==> src/dpot_pkg.sv <==
// shared types, codes and field helpers for the delta packed offset table
`timescale 1ns / 1ps
package dpot_pkg;

    localparam logic [9:0] MASK_WIDE   = 10'h3ff;
    localparam logic [9:0] MASK_NARROW = 10'h0ff;
    localparam logic [9:0] BIAS_WIDE   = 10'd511;
    localparam logic [9:0] BIAS_NARROW = 10'd127;

    typedef enum logic [1:0] {
        ST_OK         = 2'd0,
        ST_TABLE_FULL = 2'd1,
        ST_SPILL_FULL = 2'd2,
        ST_RANGE      = 2'd3
    } status_t;

    typedef enum logic [1:0] {
        REG_KEYS  = 2'd0,
        REG_BPK   = 2'd1,
        REG_BPB   = 2'd2,
        REG_LIMIT = 2'd3
    } reg_idx_t;

    typedef enum logic [1:0] {
        ALU_ADD3 = 2'd0,
        ALU_ABS  = 2'd1,
        ALU_MUL  = 2'd2
    } alu_op_t;

    typedef struct packed {
        alu_op_t     op;
        logic        neg_b;
        logic        neg_c;
        logic [31:0] a;
        logic [31:0] b;
        logic [31:0] c;
    } alu_req_t;

    typedef struct packed {
        logic [15:0] dest_stride;
        logic [15:0] bits_per_key_q8;
        logic [23:0] bits_per_bucket;
        logic [12:0] entry_limit;
    } cfg_t;

    typedef struct packed {
        logic [2:0] word;
        logic [4:0] shift;
        logic       wide;
    } fld_loc_t;

    // word offset and bit place of a non-head entry inside its group
    function automatic fld_loc_t locate(input logic [3:0] r);
        fld_loc_t   l;
        logic [3:0] rank;
        logic [5:0] slot;
        rank = r - {2'b00, r[3:2]} - 4'd1;
        slot = {4'b0000, r[3:2]} - 6'd1;
        if (r[1:0] == 2'b00)
        begin
            l.word  = 3'd1;
            l.shift = 5'(slot * 6'd10);
            l.wide  = 1'b1;
        end
        else
        begin
            l.word  = 3'd2 + {1'b0, rank[3:2]};
            l.shift = {rank[1:0], 3'b000};
            l.wide  = 1'b0;
        end
        return l;
    endfunction

    function automatic logic [9:0] get_field(input logic [63:0] w, input logic [5:0] pos,
                                             input logic wide);
        logic [63:0] s;
        s = w >> pos;
        return wide ? s[9:0] : {2'b00, s[7:0]};
    endfunction

    function automatic logic [63:0] put_field(input logic [63:0] w, input logic [5:0] pos,
                                              input logic wide, input logic [9:0] f);
        logic [63:0] m;
        m = wide ? 64'h3ff : 64'h0ff;
        return (w & ~(m << pos)) | (({54'd0, f} & m) << pos);
    endfunction

    // stored field back to a signed 32-bit delta
    function automatic logic [31:0] field_delta(input logic [9:0] f, input logic [9:0] bias);
        logic signed [10:0] t;
        t = $signed({1'b0, f}) - $signed({1'b0, bias});
        return {{21{t[10]}}, t};
    endfunction

endpackage

==> src/dpot_alu.sv <==
// shared arithmetic unit: three-input add, absolute value, q8.8 scaling
`timescale 1ns / 1ps
module dpot_alu
    import dpot_pkg::*;
(
    input  alu_req_t    req,
    output logic [31:0] res
);

    logic [31:0] bx;
    logic [31:0] cx;
    logic [47:0] prod;

    always_comb
    begin
        bx   = req.neg_b ? ~req.b : req.b;
        cx   = req.neg_c ? ~req.c : req.c;
        prod = {16'd0, req.a} * {32'd0, req.b[15:0]};
        case (req.op)
            ALU_ADD3: res = req.a + bx + cx + {31'd0, req.neg_b} + {31'd0, req.neg_c};
            ALU_ABS:  res = req.a[31] ? (~req.a + 32'd1) : req.a;
            ALU_MUL:  res = prod[39:8];
            default:  res = 32'd0;
        endcase
    end

endmodule

==> config.mk <==
export PLATFORM = sky130hd
export DESIGN_NAME = dpot_alu
export DESIGN_NICKNAME = d
export VERILOG_FILES = /design/src/dpot_pkg.sv /design/src/dpot_alu.sv
export SDC_FILE = /design/constraint.sdc
export NUM_CORES = 1
export LEC_CHECK = 0
export BUFFER_PORTS_ARGS = -buffer_cell sky130_fd_sc_hd__buf_2
export CORE_MARGIN = 3
export CORE_UTILIZATION = 25
export DETAILED_ROUTE_END_ITERATION = 12
export GPL_ROUTABILITY_DRIVEN = 0
export MAX_ROUTING_LAYER = met4
export PLACE_DENSITY = 0.39
export SLEW_MARGIN = 25
export SYNTH_ARGS = -nofsm -noshare
export SYNTH_HDL_FRONTEND = slang
export SYNTH_SLANG_ARGS = --single-unit
==> constraint.sdc <==
create_clock -name vclk -period 6
set_input_delay 0.3 -clock vclk [all_inputs]
set_output_delay 0.3 -clock vclk [all_outputs]
set_load 0.03 [all_outputs]
# Word level (Yosys, flattened, before mapping)
# Index checks and enable logic that the tools add are counted.
# word_totals
reg_bits	0
input_bits	100
output_inout_bits	32
wordCells	16
# op_classes
add_sub_neg	5
mul	1
eq_ne	2
n_mux	4
n_bitwise	3
reduce_logical	1
# ops
operator	n
$mux 32	3
$not 32->32	3
$pmux 32 s3	1
$add 32x1->32	2
$add 32x32->32	2
$mul 32x16->40	1
$add 32x1->32 const B	1
$eq 2x1->1 const B	1
$eq 2x2->1 const B	1
$logic_not 2->1	1

# Logic depth before layout (Yosys ltp)
# Gate-level depths: netlist of the first run.
# depth
word_depth	7
depth_mapped	25
ltp_nobuf	23

# Worst setup path before layout of the first run
# OpenSTA, ideal clock, no wires.
# synth_path
path_kind	input port to output port
startpoint	in req[78] (netlist name)
endpoint	out res[22]
arrival_time_ns	6.469
required_time_ns	5.700
setup_slack_ns	-0.769
stages	23
n_path_buf	2
cell_sequence	clkbuf_1 -> clkbuf_1 -> nand2_1 -> fa_1 -> inv_1 -> fa_1 -> inv_1 -> fa_1 -> inv_1 -> fa_1 -> fa_1 -> inv_1 -> fa_1 -> inv_1 -> ha_1 -> a21oi_1 -> o21ai_1 -> or2_1 -> a31o_2 -> a31oi_1 -> xnor2_1 -> nor2_1 -> o32ai_1
# synth_between
elab_chain_len	5
elab_cells_between_ends	9
# synth_lines
element	line	text
start: declaration	dpot_alu.sv:6	input alu_req_t req,
$add 32x32->32 (2 in series)	dpot_alu.sv:20	ALU_ADD3: res = req.a + bx + cx + {31'd0, req.neg_b} + {31'd0, req.neg_c};
$add 32x1->32 (2 in series)	dpot_alu.sv:20	
$pmux 32 s3 (*)	dpot_alu.sv:19	case (req.op)
end: declaration	dpot_alu.sv:7	output logic [31:0] res
# Every way passes the cells marked *; elsewhere a longest branch is shown, timed or not.

# Final worst setup path of the first run
# layout_path
startpoint	in req[38] (netlist name)
endpoint	out res[28]
# layout_between
elab_chain_len	7
elab_cells_between_ends	8
# layout_lines
element	line	text
$not 32->32	dpot_alu.sv:16	bx = req.neg_b ? ~req.b : req.b;
$mux 32	dpot_alu.sv:16	
$add 32x32->32 (2 in series)	dpot_alu.sv:20	
$add 32x1->32 (2 in series)	dpot_alu.sv:20	
$pmux 32 s3 (*)	dpot_alu.sv:19	
# Marks and branches as above.

==> results of run 1 <==
==> worst max-delay path, cell delays in order <==
cell,delay (ps)
buf_16,130
buf_12,130
and2_4,130
fa_1,470
inv_1,50
fa_1,460
fa_1,530
inv_2,40
fa_1,480
fa_1,560
inv_2,60
fa_1,500
inv_2,50
ha_4,300
nand2_4,60
o21ai_4,160
or2_1,160
a31o_4,200
nand4b_1,260
a21o_4,340
buf_6,130
nand4b_1,90
a31oi_1,90
a211o_1,320
buf_6,150
==> what timing repair did <==
action / CTS / global route
cloned: 6 / 0
setup endpoints to repair: 30 / 30
pin swaps: 104 / 68
setup buffers: 27 / 10
gates resized for setup: 280 / 104
==> final timing paths <==
path	start	endpoint	slack, ps
worst min-delay path	req[66]	res[2]	1280
worst max-delay path	req[38]	res[28]	-440
==> layer usage <==
metal | routed length [um] | GRT usage, %
met4 | 1770 | 3.27
met3 | 1090 | 0.336
met2 | 34900 | 32.4
met1 | 28200 | 22.0
met5 | 0 | -
==> kinds of logic after synthesis <==
logic type | share of synthesized area (%)
AND/OR/NAND/NOR | 18.0
AO/OA/AOI/OAI | 8.85
XOR/XNOR | 7.17
buffers and inverters | 12.1
adder cells (fa/ha/maj) | 53.3
multiplexers | 0.546
==> final cells by class <==
| cell class | instances | area, um^2 | area share (%) |
|---|---|---|---|
| repair buffers | 414 | 3700 | 15.4 |
| multi-input cells | 1637 | 17400 | 72.4 |
| well taps | 959 | 1200 | 5.00 |
| inverters | 460 | 1730 | 7.20 |
==> layout by cell type, fill, tap and decap left out, types with 16 or more instances in the layout <==
| cell | netlist | final |
|---|---|---|
| o21ai_0 | 50 | 27 |
| fa_1 | 424 | 408 |
| xor2_1 | 104 | 99 |
| a21oi_2 | 0 | 17 |
| buf_6 | 1 | 68 |
| ha_1 | 113 | 90 |
| o21ai_2 | 0 | 16 |
| inv_1 | 459 | 437 |
| nor2_1 | 39 | 36 |
| fa_2 | 0 | 16 |
| ha_4 | 0 | 22 |
| nand2_1 | 367 | 342 |
| xnor2_1 | 48 | 43 |
| buf_4 | 0 | 238 |
| inv_2 | 0 | 22 |
| buf_2 | 2 | 68 |
| and2_1 | 169 | 158 |
| a21oi_1 | 56 | 34 |
| a21o_1 | 35 | 34 |
| buf_12 | 0 | 26 |
==> metrics by stage <==
| step | hold slack, ps | TNS, ps | setup WS [ps] |
|---|---|---|---|
| after detailed placement | 1370 | -19150 | -888 |
| final | 1280 | -6370 | -442 |
| after global routing | 1310 | -11890 | -617 |
| after floorplan | 920 | -71.3 | -65.4 |
| after CTS | 1280 | -6050 | -452 |
| after global placement | 1370 | -18500 | -876 |
==> results.yml, run 1 <==
worst_setup_path:
  critPathKind: "in2out"
  worst_setup_path_end_kind: "primary output"
  arrival_ps: 6140
  crit_path_start_kind: "input port"
  cp_data_required_time_ps: 5700
  crit_fanout: 5
layout:
  fin_util_pct: 32.8
  regArea_um2: 0
  fill_cells: 7747
  seq_cells: 0
  layout.cells.non_filler: 3470
  num-clock-buffers: 0
  design_area_mm2: 0.0240
  area_delta_synth_final_pct: 29.2
  diodes: 0
  num-nets-final: 3150
  final_layout_size_suffix_gt1_share_pct: 24.7
placement:
  place_area_mm2: 0.0221
  portBuffers: 132
  post-dp-hpwl_um: 56000
  post-place-cells: 3431
sta:
  slew_headroom_pct: 40.1
  fin_crit_sh_pct: 107
  finalSetupViolCount: 28
  finalWorstSetupSlack_ps: -442
  fin_crit_ps: 6440
  final_hold_viol_count: 0
  fmax_ghz: 0.155
  slew_violations: 0
  worst_pin_slew_ps: 897
  rsz0062_at_grt: "true"
clock_tree:
  hold_buffers: 0
global_route:
  grt_pass1_vias: 17200
  grt_max_degree: 36
  grt.total_usage_pct: 17.7
  grt_pass1_wl_um: 103000
  antenna_found_initial: 2
  overflow: 0
route:
  drt-total-wl_um: 65900
  dr_total_vias: 15700
  drtAntennaViolNets: 0
  avgRoutedWirePerCell_um: 19.0
  vias_per_cell: 4.51
  drc: 0
  drt_iter0_drc: 674
  first_pass_iters: 5
hold_path:
  hold_depth: 5
  hold_class: "in2out"
logic_synthesis:
  syn_nets: 2868
  yosys_warnings: 0
  synthCells: 2231
  post_synth.cell_area_avg_um2: 8.32
  synth_top_cell_by_area: "fa_1"
  ys_top_cells_by_count: "459 x inv_1, 424 x fa_1, 367 x nand2_1"
  synth.most_common_cell: "inv_1"
  ys_seq_area_share_pct: 0
  syn_area_mm2: 0.0186
  synthDistinctLibCells: 74
  synthTopCellsByArea: "fa_1 46%, inv_1 9.3%, ha_1 7.6%, nand2_1 7.4%, and2_1 5.7%"
  synth_top_area_share_pct: 45.7
flow_run:
  cap_violations: 0
floorplanning:
  core_mm2: 0.0732
  die_area_mm2: 0.0776
  rows: 99
  io_pins: 132
  fp.dieW_um: 279
  initial_core_util_pct: 25.4
  die_h_um: 279
status:
  violations: "negative setup slack"
  outcome: "finished with violations"
Power of run 1 is not shown: default switching activity piles up to over one toggle a cycle in this logic, so the estimate is an artifact.
==> run 2, diff against run 1 <==
--- a/config.mk
+++ b/config.mk
@@ -7,11 +7,11 @@
 export LEC_CHECK = 0
 export BUFFER_PORTS_ARGS = -buffer_cell sky130_fd_sc_hd__buf_2
 export CORE_MARGIN = 3
-export CORE_UTILIZATION = 25
+export CORE_UTILIZATION = 30
 export DETAILED_ROUTE_END_ITERATION = 12
 export GPL_ROUTABILITY_DRIVEN = 0
 export MAX_ROUTING_LAYER = met4
-export PLACE_DENSITY = 0.39
+export PLACE_DENSITY = 0.45
 export SLEW_MARGIN = 25
 export SYNTH_ARGS = -nofsm -noshare
 export SYNTH_HDL_FRONTEND = slang
==> constraint.sdc (replaced) <==
create_clock -name vclk -period 5.3
set_input_delay 0.265 -clock vclk [all_inputs]
set_output_delay 0.265 -clock vclk [all_outputs]
set_load 0.03 [all_outputs]
==> run 2 against run 1 <==
  * The flow still finishes with violations (negative setup slack)
  * Setup slack lost 620 ps
  * Largest cell class unchanged
  * Flip-flop and latch count unchanged
  * Die area fell by 16%
  * Critical endpoint is now res[30]
  * Cell area down 0.21%
  * Sequential share of layout area did not move
  * Non-clock buffer count increased by 16
  * Via count rose by 0.64%
  * Core utilization grew 6.6 points
  * Cell count down 4.6%
  * Critical path depth unchanged
==> results.yml, run 2 (synthesized netlist as in run 1, its figures left out) <==
layout:
  final_layout_size_suffix_gt1_share_pct: 24.2
  multiInputGateArea_mm2: 0.0173
  layout.cells.non_filler: 3309
  num-nets-final: 3166
  num-clock-buffers: 0
  diodes: 0
  area_delta_synth_final_pct: 28.9
  fill_cells: 6260
  regArea_um2: 0
  final_cell_mix: "440 x inv_1, 411 x fa_1, 353 x nand2_1, 252 x buf_4, 154 x and2_1"
  seq_cells: 0
  final_common_cell: "inv_1"
global_route:
  grt_max_degree: 35
  grt_pass1_vias: 17500
  antenna_found_initial: 0
  grt_pass1_wl_um: 99800
  overflow: 0
  grt.total_usage_pct: 20.5
status:
  outcome: "finished with violations"
  violations: "negative setup slack"
sta:
  finalWorstSetupSlack_ps: -1070
  fin_crit_ps: 6370
  worst_pin_slew_ps: 755
  fmax_ghz: 0.157
  slew_headroom_pct: 49.6
  fin_crit_sh_pct: 120
  finalSetupViolCount: 31
  final_hold_viol_count: 0
  slew_violations: 0
  rsz0062_at_grt: "true"
worst_setup_path:
  slowest_delay_ps: 580
  critPathKind: "in2out"
  crit_fanout: 6
  cp.buffers_inverters: 8
  arrival_ps: 6100
  cp_slowest_cell: "fa_1"
  path_delay_family: "adder cells"
  cp_data_required_time_ps: 5040
  crit_path_start_kind: "input port"
  worst_setup_path_end_kind: "primary output"
route:
  drc: 0
  drt_iter0_drc: 684
  dr_total_vias: 15800
  drt-total-wl_um: 63000
  vias_per_cell: 4.77
  drtAntennaViolNets: 0
  first_pass_iters: 5
  avgRoutedWirePerCell_um: 19.0
hold_path:
  hold_class: "in2out"
clock_tree:
  hold_buffers: 0
floorplanning:
  die_h_um: 255
  die_area_mm2: 0.0649
  initial_core_util_pct: 30.5
  fp.dieW_um: 255
  io_pins: 132
  core_mm2: 0.0608
  rows: 90
flow_run:
  cap_violations: 0
placement:
  post-place-cells: 3259
  portBuffers: 132
  post-dp-hpwl_um: 53800
[run 2: changes by cell type in the layout (fill, tap and decap cells not counted), moves of 5 or more]
cell	before	now
buf_12	26	31
buf_2	68	59
buf_8	7	14
ha_1	90	95
nand2_1	342	353
nand2_2	14	5
buf_4	238	252
ha_4	22	17
[run 2: per-layer routing]
| layer | track usage [%] | vias to the layer above | routed length (um) |
|---|---|---|---|
| li1 | - | 7311 | - |
| met1 | 24.6 | 8102 | 26000 |
| met2 | 36.9 | 265 | 32800 |
| met3 | 1.34 | 90 | 1960 |
| met4 | 5.82 | 0 | 2250 |
| met5 | - | - | 0 |
[run 2: path summary, 6_finish.rpt]
path,from,endpoint,slack (ps),cells after the start
max,req[74],res[30],-1070,25
min,req[72],res[8],1220,5
[run 2: cell type report]
class,count,share of cell area [%]
repair buffers,430,16.5
multi-input cells,1637,72.2
well taps,782,4.09
inverters,460,7.21
[run 2: per-stage QoR]
step	TNS, ps	instance area, um^2	setup WS (ps)	utilization, %	hold slack (ps)
finish	-24530	23900	-1070	39.4	1220
floorplan	-10480	19600	-640	-	782
detailed placement	-34280	22200	-1400	36.5	1270
global placement	-32600	22200	-1350	36.5	1270
global route	-30510	23900	-1240	39.4	1260
CTS	-23140	23600	-1000	38.8	1230
[run 2: what timing repair did]
action,4_1_cts,5_1_grt
gates resized for setup,269,59
setup buffers,32,14
gates cloned,5,1
pin swaps,86,52
endpoints found under the setup margin,31,32
Power of run 2 is left out for the same reason.
