### config.mk
export PLATFORM = sky130hd
export DESIGN_NAME = dpot_seq
export DESIGN_NICKNAME = d
export VERILOG_FILES = /design/src/dpot_pkg.sv /design/src/dpot_seq.sv
export SDC_FILE = /design/constraint.sdc
export NUM_CORES = 2
export LEC_CHECK = 0
export ABC_AREA = 1
export BUFFER_PORTS_ARGS = -buffer_cell sky130_fd_sc_hd__buf_2
export CORE_MARGIN = 5
export CORE_UTILIZATION = 34
export DETAILED_ROUTE_END_ITERATION = 7
export GPL_TIMING_DRIVEN = 0
export MAX_ROUTING_LAYER = met4
export PLACE_DENSITY = 0.55
export SYNTH_ARGS = -nofsm -noshare
export SYNTH_HDL_FRONTEND = slang
export SYNTH_SLANG_ARGS = --single-unit
### constraint.sdc
create_clock -name clk -period 5.3 [get_ports clk]
set_input_delay 0.265 -clock clk [delete_from_list [all_inputs] [get_ports clk]]
set_output_delay 0.265 -clock clk [all_outputs]
set_load 0.05 [all_outputs]
### src/dpot_pkg.sv
// shared types, codes and field helpers for the delta packed offset table
`timescale 1ns / 1ps
package dpot_pkg;

    localparam logic [9:0] MASK_WIDE   = 10'h3ff;
    localparam logic [9:0] MASK_NARROW = 10'h0ff;
    localparam logic [9:0] BIAS_WIDE   = 10'd511;
    localparam logic [9:0] BIAS_NARROW = 10'd127;

    typedef enum logic [1:0] {
        ST_OK         = 2'd0,
        ST_TABLE_FULL = 2'd1,
        ST_SPILL_FULL = 2'd2,
        ST_RANGE      = 2'd3
    } status_t;

    typedef enum logic [1:0] {
        REG_KEYS  = 2'd0,
        REG_BPK   = 2'd1,
        REG_BPB   = 2'd2,
        REG_LIMIT = 2'd3
    } reg_idx_t;

    typedef enum logic [1:0] {
        ALU_ADD3 = 2'd0,
        ALU_ABS  = 2'd1,
        ALU_MUL  = 2'd2
    } alu_op_t;

    typedef struct packed {
        alu_op_t     op;
        logic        neg_b;
        logic        neg_c;
        logic [31:0] a;
        logic [31:0] b;
        logic [31:0] c;
    } alu_req_t;

    typedef struct packed {
        logic [15:0] dest_stride;
        logic [15:0] bits_per_key_q8;
        logic [23:0] bits_per_bucket;
        logic [12:0] entry_limit;
    } cfg_t;

    typedef struct packed {
        logic [2:0] word;
        logic [4:0] shift;
        logic       wide;
    } fld_loc_t;

    // word offset and bit place of a non-head entry inside its group
    function automatic fld_loc_t locate(input logic [3:0] r);
        fld_loc_t   l;
        logic [3:0] rank;
        logic [5:0] slot;
        rank = r - {2'b00, r[3:2]} - 4'd1;
        slot = {4'b0000, r[3:2]} - 6'd1;
        if (r[1:0] == 2'b00)
        begin
            l.word  = 3'd1;
            l.shift = 5'(slot * 6'd10);
            l.wide  = 1'b1;
        end
        else
        begin
            l.word  = 3'd2 + {1'b0, rank[3:2]};
            l.shift = {rank[1:0], 3'b000};
            l.wide  = 1'b0;
        end
        return l;
    endfunction

    function automatic logic [9:0] get_field(input logic [63:0] w, input logic [5:0] pos,
                                             input logic wide);
        logic [63:0] s;
        s = w >> pos;
        return wide ? s[9:0] : {2'b00, s[7:0]};
    endfunction

    function automatic logic [63:0] put_field(input logic [63:0] w, input logic [5:0] pos,
                                              input logic wide, input logic [9:0] f);
        logic [63:0] m;
        m = wide ? 64'h3ff : 64'h0ff;
        return (w & ~(m << pos)) | (({54'd0, f} & m) << pos);
    endfunction

    // stored field back to a signed 32-bit delta
    function automatic logic [31:0] field_delta(input logic [9:0] f, input logic [9:0] bias);
        logic signed [10:0] t;
        t = $signed({1'b0, f}) - $signed({1'b0, bias});
        return {{21{t[10]}}, t};
    endfunction

endpackage

### src/dpot_seq.sv
// sequencer: append and query walks over the shared unit and memories
`timescale 1ns / 1ps
module dpot_seq
    import dpot_pkg::*;
#(
    parameter int ENTRIES     = 4096,
    parameter int SPILL_DEPTH = 64,
    localparam int EW  = $clog2(ENTRIES),
    localparam int WAW = $clog2(ENTRIES / 16 * 5),
    localparam int KW  = EW + 1,
    localparam int SW  = $clog2(SPILL_DEPTH)
)
(
    input  logic           clk,
    input  logic           rst_n,
    input  cfg_t           cfg,
    input  logic           in_valid,
    output logic           in_ready,
    input  logic           in_mode,
    input  logic [31:0]    in_index,
    input  logic [31:0]    in_dest,
    input  logic [11:0]    in_query,
    output logic           out_valid,
    input  logic           out_ready,
    output logic [31:0]    out_index,
    output logic [31:0]    out_dest,
    output logic [1:0]     out_status,
    output alu_req_t       alu_req,
    input  logic [31:0]    alu_res,
    output logic [WAW-1:0] pk_addr,
    output logic           pk_we,
    output logic [63:0]    pk_wdata,
    input  logic [63:0]    pk_rdata,
    output logic [KW-1:0]  map_addr,
    output logic           map_we,
    output logic [SW-1:0]  map_wdata,
    input  logic [SW-1:0]  map_rdata,
    output logic [SW-1:0]  val_addr,
    output logic           val_we,
    output logic [31:0]    val_wdata,
    input  logic [31:0]    val_rdata
);

    localparam int CW  = $clog2(ENTRIES + 1);
    localparam int SCW = $clog2(SPILL_DEPTH + 1);
    localparam int LW  = (CW > 14) ? CW : 14;
    localparam int QW  = (CW > 12) ? CW : 12;
    localparam logic [SCW:0] SPILL_MAX = (SCW + 1)'(SPILL_DEPTH);
    localparam logic [LW-1:0] ENTRY_MAX = LW'(ENTRIES / 16 * 16);

    typedef enum logic [4:0] {
        S_IDLE, S_A_HEAD, S_A_DD, S_ABS, S_MUL, S_A_DI, S_A_DI2, S_A_CHK,
        S_A_RD, S_A_WR, S_A_SPI, S_A_SPD, S_A_FIN,
        S_Q_ADDR, S_Q_LATCH, S_Q_HEAD_I, S_Q_HEAD_D, S_Q_DFLD, S_Q_IFLD,
        S_SP_MAP, S_SP_VAL, S_SP_GET, S_Q_ACD, S_Q_ACI, S_Q_ACC, S_OUT
    } state_t;

    state_t         state_reg;
    logic [CW-1:0]  count_reg;
    logic [SCW-1:0] spill_cnt_reg;
    logic           out_valid_reg;

    logic           mode_reg;
    logic [31:0]    ix_reg;
    logic [31:0]    dx_reg;
    logic [EW-1:0]  cur_reg;
    logic [31:0]    acc_i_reg;
    logic [31:0]    acc_d_reg;
    logic [31:0]    dd_reg;
    logic [31:0]    di_reg;
    logic [31:0]    mag_reg;
    logic [31:0]    corr_reg;
    logic           sign_reg;
    logic [63:0]    word_reg;
    logic           sp_dest_reg;
    logic           fit_i_reg;
    logic           fit_d_reg;
    status_t        res_status_reg;
    logic [31:0]    out_ix_reg;
    logic [31:0]    out_dx_reg;
    status_t        out_status_reg;
    logic [31:0]    rec_ix_reg [16];
    logic [31:0]    rec_dx_reg [16];

    logic           accept;
    logic           load_out;
    logic [3:0]     r_cur;
    logic           is_quad;
    fld_loc_t       loc;
    logic [9:0]     mask;
    logic [9:0]     bias;
    logic [5:0]     pos_i;
    logic [5:0]     pos_d;
    logic [3:0]     prev;
    logic [31:0]    nk;
    logic [31:0]    nb;
    logic [WAW-1:0] grp_w;
    logic [WAW-1:0] base_w;
    logic [WAW-1:0] word_addr;
    logic [9:0]     fld_i;
    logic [9:0]     fld_d;
    logic           mark_i;
    logic           mark_d;
    logic [13:0]    lim_sum;
    logic [LW-1:0]  lim_round;
    logic [LW-1:0]  lim;
    logic           table_full;
    logic           out_range;
    logic signed [31:0] bias_s;
    logic           fit_i;
    logic           fit_d;
    logic [1:0]     need;
    logic           spill_ok;
    logic [9:0]     put_i;
    logic [9:0]     put_d;

    assign accept    = in_valid && in_ready;
    assign in_ready  = (state_reg == S_IDLE);
    assign load_out  = !out_valid_reg || out_ready;
    assign out_valid = out_valid_reg;
    assign out_index = out_ix_reg;
    assign out_dest  = out_dx_reg;
    assign out_status = out_status_reg;

    // entry place, strides and field views of the current entry
    always_comb
    begin
        r_cur   = cur_reg[3:0];
        is_quad = (r_cur[1:0] == 2'b00);
        loc     = locate(r_cur);
        mask    = loc.wide ? MASK_WIDE : MASK_NARROW;
        bias    = loc.wide ? BIAS_WIDE : BIAS_NARROW;
        pos_i   = {1'b0, loc.shift};
        pos_d   = {1'b1, loc.shift};
        prev    = r_cur - (is_quad ? 4'd4 : 4'd1);
        nk      = is_quad ? {14'd0, cfg.dest_stride, 2'b00} : {16'd0, cfg.dest_stride};
        nb      = is_quad ? {6'd0, cfg.bits_per_bucket, 2'b00} : {8'd0, cfg.bits_per_bucket};
        grp_w   = WAW'(cur_reg >> 4);
        base_w  = (grp_w << 2) + grp_w;
        word_addr = (r_cur == 4'd0) ? base_w : base_w + WAW'(loc.word);
        fld_i   = get_field(word_reg, pos_i, loc.wide);
        fld_d   = get_field(word_reg, pos_d, loc.wide);
        mark_i  = (fld_i == mask);
        mark_d  = (fld_d == mask);
    end

    // usable entries, range checks and spill room
    always_comb
    begin
        lim_sum    = {1'b0, cfg.entry_limit} + 14'd15;
        lim_round  = LW'({lim_sum[13:4], 4'b0000});
        lim        = (lim_round > ENTRY_MAX) ? ENTRY_MAX : lim_round;
        table_full = (LW'(count_reg) >= lim);
        out_range  = (QW'(in_query) >= QW'(count_reg));
        bias_s     = $signed({22'd0, bias});
        fit_i      = ($signed(di_reg) >= -bias_s) && ($signed(di_reg) < bias_s);
        fit_d      = ($signed(dd_reg) >= -bias_s) && ($signed(dd_reg) < bias_s);
        need       = {1'b0, !fit_i} + {1'b0, !fit_d};
        spill_ok   = ({1'b0, spill_cnt_reg} + (SCW + 1)'(need)) <= SPILL_MAX;
        put_i      = fit_i_reg ? (di_reg[9:0] + bias) : mask;
        put_d      = fit_d_reg ? (dd_reg[9:0] + bias) : mask;
    end

    // shared unit requests
    always_comb
    begin
        alu_req = '{op: ALU_ADD3, neg_b: 1'b0, neg_c: 1'b0, a: 32'd0, b: 32'd0, c: 32'd0};
        case (state_reg)
            S_A_DD:
            begin
                alu_req.a = dx_reg;
                alu_req.b = rec_dx_reg[prev];
                alu_req.c = nk;
                alu_req.neg_b = 1'b1;
                alu_req.neg_c = 1'b1;
            end
            S_ABS:
            begin
                alu_req.op = ALU_ABS;
                alu_req.a  = dd_reg;
            end
            S_MUL:
            begin
                alu_req.op = ALU_MUL;
                alu_req.a  = mag_reg;
                alu_req.b  = {16'd0, cfg.bits_per_key_q8};
            end
            S_A_DI:
            begin
                alu_req.a = ix_reg;
                alu_req.b = rec_ix_reg[prev];
                alu_req.c = nb;
                alu_req.neg_b = 1'b1;
                alu_req.neg_c = 1'b1;
            end
            S_A_DI2:
            begin
                alu_req.a = di_reg;
                alu_req.b = corr_reg;
                alu_req.neg_b = !sign_reg;
            end
            S_Q_HEAD_I:
            begin
                alu_req.a = acc_i_reg;
                alu_req.b = word_reg[31:0];
            end
            S_Q_HEAD_D:
            begin
                alu_req.a = acc_d_reg;
                alu_req.b = word_reg[63:32];
            end
            S_Q_ACD:
            begin
                alu_req.a = acc_d_reg;
                alu_req.b = dd_reg;
                alu_req.c = nk;
            end
            S_Q_ACI:
            begin
                alu_req.a = acc_i_reg;
                alu_req.b = di_reg;
                alu_req.c = nb;
            end
            S_Q_ACC:
            begin
                alu_req.a = acc_i_reg;
                alu_req.b = corr_reg;
                alu_req.neg_b = sign_reg;
            end
            default:
            begin
                alu_req.op = ALU_ADD3;
            end
        endcase
    end

    // memory port drive
    always_comb
    begin
        pk_addr   = word_addr;
        pk_we     = 1'b0;
        pk_wdata  = put_field(put_field(pk_rdata, pos_i, loc.wide, put_i), pos_d, loc.wide, put_d);
        map_addr  = {cur_reg, sp_dest_reg};
        map_we    = 1'b0;
        map_wdata = spill_cnt_reg[SW-1:0];
        val_addr  = map_rdata;
        val_we    = 1'b0;
        val_wdata = di_reg;
        case (state_reg)
            S_A_HEAD:
            begin
                pk_we    = 1'b1;
                pk_wdata = {dx_reg, ix_reg};
            end
            S_A_WR:
            begin
                pk_we = 1'b1;
            end
            S_A_SPI:
            begin
                map_addr = {cur_reg, 1'b0};
                map_we   = 1'b1;
                val_addr = spill_cnt_reg[SW-1:0];
                val_we   = 1'b1;
            end
            S_A_SPD:
            begin
                map_addr  = {cur_reg, 1'b1};
                map_we    = 1'b1;
                val_addr  = spill_cnt_reg[SW-1:0];
                val_we    = 1'b1;
                val_wdata = dd_reg;
            end
            default:
            begin
                pk_we = 1'b0;
            end
        endcase
    end

    // state, fill counts and output valid
    always_ff @(posedge clk or negedge rst_n)
    begin
        if (!rst_n)
        begin
            state_reg     <= S_IDLE;
            count_reg     <= '0;
            spill_cnt_reg <= '0;
            out_valid_reg <= 1'b0;
        end
        else
        begin
            if (state_reg == S_OUT && load_out)
            begin
                out_valid_reg <= 1'b1;
            end
            else if (out_ready)
            begin
                out_valid_reg <= 1'b0;
            end
            case (state_reg)
                S_IDLE:
                begin
                    if (accept)
                    begin
                        if (!in_mode)
                        begin
                            if (table_full)
                                state_reg <= S_OUT;
                            else if (count_reg[3:0] == 4'd0)
                                state_reg <= S_A_HEAD;
                            else
                                state_reg <= S_A_DD;
                        end
                        else
                        begin
                            state_reg <= out_range ? S_OUT : S_Q_ADDR;
                        end
                    end
                end
                S_A_HEAD:   state_reg <= S_A_FIN;
                S_A_DD:     state_reg <= S_ABS;
                S_ABS:      state_reg <= S_MUL;
                S_MUL:      state_reg <= mode_reg ? S_Q_ACD : S_A_DI;
                S_A_DI:     state_reg <= S_A_DI2;
                S_A_DI2:    state_reg <= S_A_CHK;
                S_A_CHK:    state_reg <= spill_ok ? S_A_RD : S_OUT;
                S_A_RD:     state_reg <= S_A_WR;
                S_A_WR:
                begin
                    if (!fit_i_reg)
                        state_reg <= S_A_SPI;
                    else if (!fit_d_reg)
                        state_reg <= S_A_SPD;
                    else
                        state_reg <= S_A_FIN;
                end
                S_A_SPI:
                begin
                    spill_cnt_reg <= spill_cnt_reg + 1'b1;
                    state_reg     <= fit_d_reg ? S_A_FIN : S_A_SPD;
                end
                S_A_SPD:
                begin
                    spill_cnt_reg <= spill_cnt_reg + 1'b1;
                    state_reg     <= S_A_FIN;
                end
                S_A_FIN:
                begin
                    count_reg <= count_reg + 1'b1;
                    state_reg <= S_OUT;
                end
                S_Q_ADDR:   state_reg <= S_Q_LATCH;
                S_Q_LATCH:  state_reg <= (r_cur == 4'd0) ? S_Q_HEAD_I : S_Q_DFLD;
                S_Q_HEAD_I: state_reg <= S_Q_HEAD_D;
                S_Q_HEAD_D: state_reg <= S_OUT;
                S_Q_DFLD:   state_reg <= mark_d ? S_SP_MAP : S_Q_IFLD;
                S_Q_IFLD:   state_reg <= mark_i ? S_SP_MAP : S_ABS;
                S_SP_MAP:   state_reg <= S_SP_VAL;
                S_SP_VAL:   state_reg <= S_SP_GET;
                S_SP_GET:   state_reg <= sp_dest_reg ? S_Q_IFLD : S_ABS;
                S_Q_ACD:    state_reg <= S_Q_ACI;
                S_Q_ACI:    state_reg <= S_Q_ACC;
                S_Q_ACC:    state_reg <= S_Q_ADDR;
                S_OUT:
                begin
                    if (load_out)
                        state_reg <= S_IDLE;
                end
                default:    state_reg <= S_IDLE;
            endcase
        end
    end

    // working registers and result payload
    always_ff @(posedge clk)
    begin
        case (state_reg)
            S_IDLE:
            begin
                if (accept)
                begin
                    mode_reg  <= in_mode;
                    ix_reg    <= in_index;
                    dx_reg    <= in_dest;
                    cur_reg   <= in_mode ? EW'(in_query) : EW'(count_reg);
                    acc_i_reg <= 32'd0;
                    acc_d_reg <= 32'd0;
                    if (!in_mode)
                        res_status_reg <= table_full ? ST_TABLE_FULL : ST_OK;
                    else
                        res_status_reg <= out_range ? ST_RANGE : ST_OK;
                end
            end
            S_A_DD:     dd_reg <= alu_res;
            S_ABS:
            begin
                mag_reg  <= alu_res;
                sign_reg <= dd_reg[31];
            end
            S_MUL:      corr_reg <= alu_res;
            S_A_DI:     di_reg <= alu_res;
            S_A_DI2:    di_reg <= alu_res;
            S_A_CHK:
            begin
                fit_i_reg <= fit_i;
                fit_d_reg <= fit_d;
                if (!spill_ok)
                    res_status_reg <= ST_SPILL_FULL;
            end
            S_A_FIN:
            begin
                rec_ix_reg[r_cur] <= ix_reg;
                rec_dx_reg[r_cur] <= dx_reg;
            end
            S_Q_LATCH:  word_reg <= pk_rdata;
            S_Q_HEAD_I: acc_i_reg <= alu_res;
            S_Q_HEAD_D: acc_d_reg <= alu_res;
            S_Q_DFLD:
            begin
                sp_dest_reg <= 1'b1;
                if (!mark_d)
                    dd_reg <= field_delta(fld_d, bias);
            end
            S_Q_IFLD:
            begin
                sp_dest_reg <= 1'b0;
                if (!mark_i)
                    di_reg <= field_delta(fld_i, bias);
            end
            S_SP_GET:
            begin
                if (sp_dest_reg)
                    dd_reg <= val_rdata;
                else
                    di_reg <= val_rdata;
            end
            S_Q_ACD:    acc_d_reg <= alu_res;
            S_Q_ACI:    acc_i_reg <= alu_res;
            S_Q_ACC:
            begin
                acc_i_reg <= alu_res;
                cur_reg   <= cur_reg - (is_quad ? EW'(4) : EW'(1));
            end
            S_OUT:
            begin
                if (load_out)
                begin
                    out_ix_reg     <= acc_i_reg;
                    out_dx_reg     <= acc_d_reg;
                    out_status_reg <= res_status_reg;
                end
            end
            default:
            begin
                mode_reg <= mode_reg;
            end
        endcase
    end

endmodule

Word-level counts from Yosys, hierarchy flattened
Memories as Yosys holds them, arrays and structs flattened.
Cells that the tools add are included.

cells by class
  add/sub/neg operators = 18
  multiply operators = 1
  divide/modulo/power cells = 0
  $lt $le $gt $ge = 8
  equality and inequality tests = 34
  shifts and indexed selects = 6
  multiplexer cells = 64
  bitwise logic cells = 8
  reductions and logical operators = 41

operator list
  operator                                              number
  case mux 32 bit (8 select lines)                      1
  case mux 32 bit (7 select lines)                      1
  two-way mux 32 bit                                    6
  case mux 32 bit (3 select lines)                      2
  bitwise AND 64 bit                                    2
  inverter 64 bit                                       2
  bitwise OR 64 bit                                     2
  case mux 32 bit (2 select lines)                      2
  left shift 10 x 6 -> 64 bit                           2
  left shift 64 x 5 -> 64 bit                           2
  case mux 5 bit (24 select lines)                      1
  bitwise AND 10 x 64 -> 64 bit                         1
  >= comparator 32 bit                                  2
  < comparator 32 x 10 -> 1 bit                         2
  two-way mux 64 bit                                    1
  right shift 64 x 5 -> 10 bit                          1
  right shift 64 x 6 -> 10 bit                          1
  two-way mux 10 bit                                    6
  case mux 26 bit (2 select lines)                      1
  equality test 5 bit (second input constant)           10
  two-way mux 5 bit                                     10
  equality test 5 x 4 -> 1 bit (second input constant)  8
  negation 9 -> 32 bit                                  1
  two-way mux 26 bit                                    1
  52 further kinds                                      112

word-level totals
  register bits after elaboration = 431
  latch bits = 0
  bits in writable memories = 1024
  memory bits (read-only) = 0
  input port bits = 284
  output and inout bits = 303
  memories kept = 2

memory list
  name        words  bits a word  rd ports  clocked after Yosys merged registers in  write ports  RTL line        text
  rec_dx_reg  16     32           1         0                                        1            dpot_seq.sv:83  logic [31:0] rec_dx_reg [16];
  rec_ix_reg  16     32           1         0                                        1            dpot_seq.sv:82  logic [31:0] rec_ix_reg [16];

Longest topological paths before layout
  word-level depth = 14
  mapped depth = 24
  gate-level depth less buffers = 24

Least setup slack after synthesis
Ideal clock, no wire load.

  kind = register to register
  start = register state_reg[2]
  end = register acc_i_reg[0] (enable)
  library setup time = 0.390 ns
  arrival = 5.837 ns
  setup slack = -0.926 ns
  stages on the path, launching flop included = 8
  path buffers = 0
  clock period less this slack = 6.226 ns
  path through = dfrtp_1 > nor2_1 > clkinv_1 > nor2_1 > inv_1 > nor2_1 > inv_1 > nand2_1

on the way
  longest elaborated chain between the ends = 4
  elaborated cells on any way between the ends = 9

RTL lines
  what                               RTL line         text
  start, declared                    dpot_seq.sv:58   state_t state_reg;
  start signal, assigned             dpot_seq.sv:317  state_reg <= out_range ? S_OUT : S_Q_ADDR;
  start signal, assigned             dpot_seq.sv:324  S_MUL: state_reg <= mode_reg ? S_Q_ACD : S_A_DI;
  start signal, assigned             dpot_seq.sv:327  S_A_CHK: state_reg <= spill_ok ? S_A_RD : S_OUT;
  logical NOT 5 bit (*)              dpot_seq.sv:118  assign in_ready = (state_reg == S_IDLE);
  named net in_ready                 dpot_seq.sv:18   output logic in_ready,
  logical AND 1 bit                  dpot_seq.sv:117  assign accept = in_valid && in_ready;
  != test 2 x 1 -> 1 bit (no line)   --
  AND reduction 2 bit (no line) (*)  --
  end signal, assigned               dpot_seq.sv:417  S_Q_HEAD_I: acc_i_reg <= alu_res;
  end signal, assigned               dpot_seq.sv:439  S_Q_ACI: acc_i_reg <= alu_res;
  end signal, assigned               dpot_seq.sv:442  acc_i_reg <= alu_res;
  end, declared                      dpot_seq.sv:67   logic [31:0] acc_i_reg;

Mark *: on every way through the listed nets, which the timed path passes. The rest lies on a longest branch.
A chain may end at the register's enable or synchronous reset.

==> impl_metrics.tcl <==
set metrics [dict create \
    synth.avg_cell_area_um2 11.4 \
    fin_ws_ns -0.0469 \
    grt.total_usage_pct 35.4 \
    crit_start "cur_reg[0]" \
    cp_max_fo 10 \
    cts_buffers 134 \
    cts_tree "built" \
    r2r.worst_path.cells 24 \
    initial_core_util_pct 34.2 \
    clockRootBuffer "clkbuf_16" \
    worstPathRequired_ns 5.04 \
    rows 147 \
    rr_startpoint "cur_reg[2]" \
    grt_start_max_net_pins 33 \
    clkTransAtPathRegs_ns 0.06 \
    async_flop_share_pct 2.17 \
    die_h_um 412 \
    dr.pass1.iters 7 \
    ys_seq_area_share_pct 65.3 \
    fillCellCount 15300 \
    design_area_um2 69000 \
    drive_gt1_share_pct 19.2 \
    vias 48700 \
    nNetsFinal 6161 \
    first_iter_violations 7423 \
    dieArea_um2 170000 \
    skew_ns 0.0468 \
    crit_end "alu_req[39]" \
    finalSetupTns_ns -0.0900 \
    dpl.hpwl_um 234000 \
    yosysUniqueCellTypes 60 \
    globalRoute.totalOverflow 0 \
    cts-htree-levels 4 \
    path_class "reg -> out" \
    worst_ep_arrival_time_ns 5.08 \
    maxCapViolCount 0 \
    layout_common_cells "edfxtp_1, nand2_1, buf_2" \
    vias_per_cell 6.00 \
    synth_area_um2 55000 \
    dieWidth_um 412 \
    place.gp.congestion 1.08 \
    wl_per_cell_um 37.1 \
    yosys_most_used_dff "edfxtp_1" \
    cts.sinks 1199 \
    first_global_vias 45600 \
    ioPinCount 587 \
    min_path_type "in -> async" \
    violations "setup timing" \
    outcome "finished, violations left" \
    tightest_slew_ns 1.42 \
    syn_inst 4827 \
    synth_edf_count 1173 \
    yosysWarnings 0 \
    cp-end-kind "output pin" \
    fmax_mhz 187 \
    report.final.hold_viol_count 0 \
    grt_pass1_wl_um 397000 \
    holdWs_ns 0.0643 \
    finalSetupViolCount 2 \
    ant_nets 0 \
    p_total_mw 39.2 \
    portBuffers 580 \
    rsz0062_at_grt "false" \
    wl_um 302000 \
    p_leak_nw 25.7 \
    final_common_cell "edfxtp_1" \
    drcViolationCount 0 \
    maxSlewViolCount 0 \
    pre_cts_ws_ns -2.05 \
    area_growth_pct 25.6 \
    worstSetupStartpointType "register" \
    synth_seq_cells 1199 \
    p_per_area_nw_per_um2 567 \
    worst_r2r_endpoint "di_reg[16]" \
    clk_path_buf_depth 3 \
    antenna_found_initial 48 \
    fin_crit_sh_pct 101 \
    place_area_um2 61800 \
    period_minus_slack_ns 5.35 \
    relSlewSlack_pct 4.64 \
    irDropWorstVdd_v 0.000466 \
    fp.coreArea_um2 161000 \
    clock_latency_ns 0.81 \
    ff2ff_setup_slack_ns 0.16 \
]
[repair_timing]
item | CTS | global route
pin swaps | 13 | 4
setup buffers | 7 | 2
endpoints found under the setup margin | 224 | 65
endpoints found under the hold margin | 361 | 0
gates resized for setup | 165 | 42
hold buffers | 215 | 0
[how the worst min path moves through the flow]
stage          start          endpoint  cells past startpoint
2_1_floorplan  rst_n      count_reg[0]                      0
3_3_place_gp   rst_n  spill_cnt_reg[0]                      1
3_5_place_dp   rst_n  spill_cnt_reg[0]                      1
4_1_cts        rst_n      state_reg[2]                      2
5_1_grt        rst_n      state_reg[2]                      2
6_report       rst_n         out_valid                      2
[power by group]
group,switching [mW],internal [mW]
Clock,4.20,5.21
Combinational,13.7,3.74
Sequential,0.913,11.4
Total,18.8,20.3
[cells by family after synthesis]
family          Yosys count  synth area share (%)
compound gates          966                  12.6
xor+xnor                 45                 0.717
fa+ha+maj                59                  1.40
buf+inv                 665                  5.02
flops                  1199                  65.3
mux                       2                0.0364
other cells               1               0.00682
simple gates           1890                  14.9
[layout make-up]
| type | count | area [um2] | area share, % |
|---|---|---|---|
| Clock inverter | 83 | 845 | 1.22 |
| Sequential cell | 1199 | 35900 | 52.0 |
| Tap cell | 2160 | 2700 | 3.91 |
| Buffer | 285 | 1520 | 2.20 |
| Clock buffer | 161 | 3490 | 5.05 |
| Timing Repair Buffer | 856 | 6160 | 8.92 |
| Multi-Input combinational cell | 2968 | 16900 | 24.5 |
| Inverter | 374 | 1420 | 2.06 |
| Antenna cell | 34 | 85.1 | 0.123 |
[metrics by stage]
step | util [%] | instances
3_3_place_gp | 37.7 | 7572
4_1_cts | 42.8 | 8086
2_1_floorplan | - | 4832
5_1_grt | 43.0 | 8110
6_report | 43.0 | 8120
3_5_place_dp | 38.5 | 7624
[critical path, cell delays in order, from the launching register on]
cell      delay (ns)
edfxtp_1        0.44
buf_4           0.23
nand2_1         0.66
clkbuf_1        0.57
clkbuf_1        0.61
nor2_1          0.09
o221ai_1        0.54
nand3_1         0.37
nand4_1         0.39
buf_2           0.35
[routing by layer]
metal / vias to the layer above / track usage, % / share of wire (%)
met2: 3622 / 51.8 / 44
met4: 0 / 18.7 / 6.4
li1: 20000 / - / -
met5: - / - / 0
met3: 693 / 11.2 / 12
met1: 24400 / 43.8 / 38
[Yosys cell counts (all sizes together), types with 2 or more instances]
| cell | count | area, um2 |
|---|---|---|
| edfxtp | 1173 | 35200 |
| nand2 | 804 | 3090 |
| nor2 | 580 | 2270 |
| o221ai | 392 | 3430 |
| nand3 | 374 | 2030 |
| inv | 364 | 1370 |
| clkbuf | 212 | 796 |
| o21ai | 183 | 935 |
| a21oi | 154 | 774 |
| buf | 79 | 559 |
| nand4 | 62 | 394 |
| a221oi | 56 | 490 |
| ha | 55 | 688 |
| o22ai | 49 | 307 |
| xor2 | 40 | 350 |
| a22oi | 33 | 248 |
| nor3 | 33 | 165 |
| dfrtp | 26 | 651 |
| o211ai | 25 | 188 |
| nor4 | 21 | 131 |
| a31oi | 19 | 119 |
| o2111ai | 16 | 140 |
| a211oi | 13 | 97.6 |
| or2 | 13 | 81.3 |
| a22o | 12 | 105 |
| clkinv | 10 | 37.5 |
| xnor2 | 5 | 43.8 |
| fa | 4 | 80.1 |
| a21boi | 2 | 15.0 |
| a21o | 2 | 15.0 |
| a41o | 2 | 20.0 |
| mux2i | 2 | 20.0 |
| o21a | 2 | 15.0 |
| o21bai | 2 | 15.0 |
Note: power is estimated with default switching activity, not from simulation.
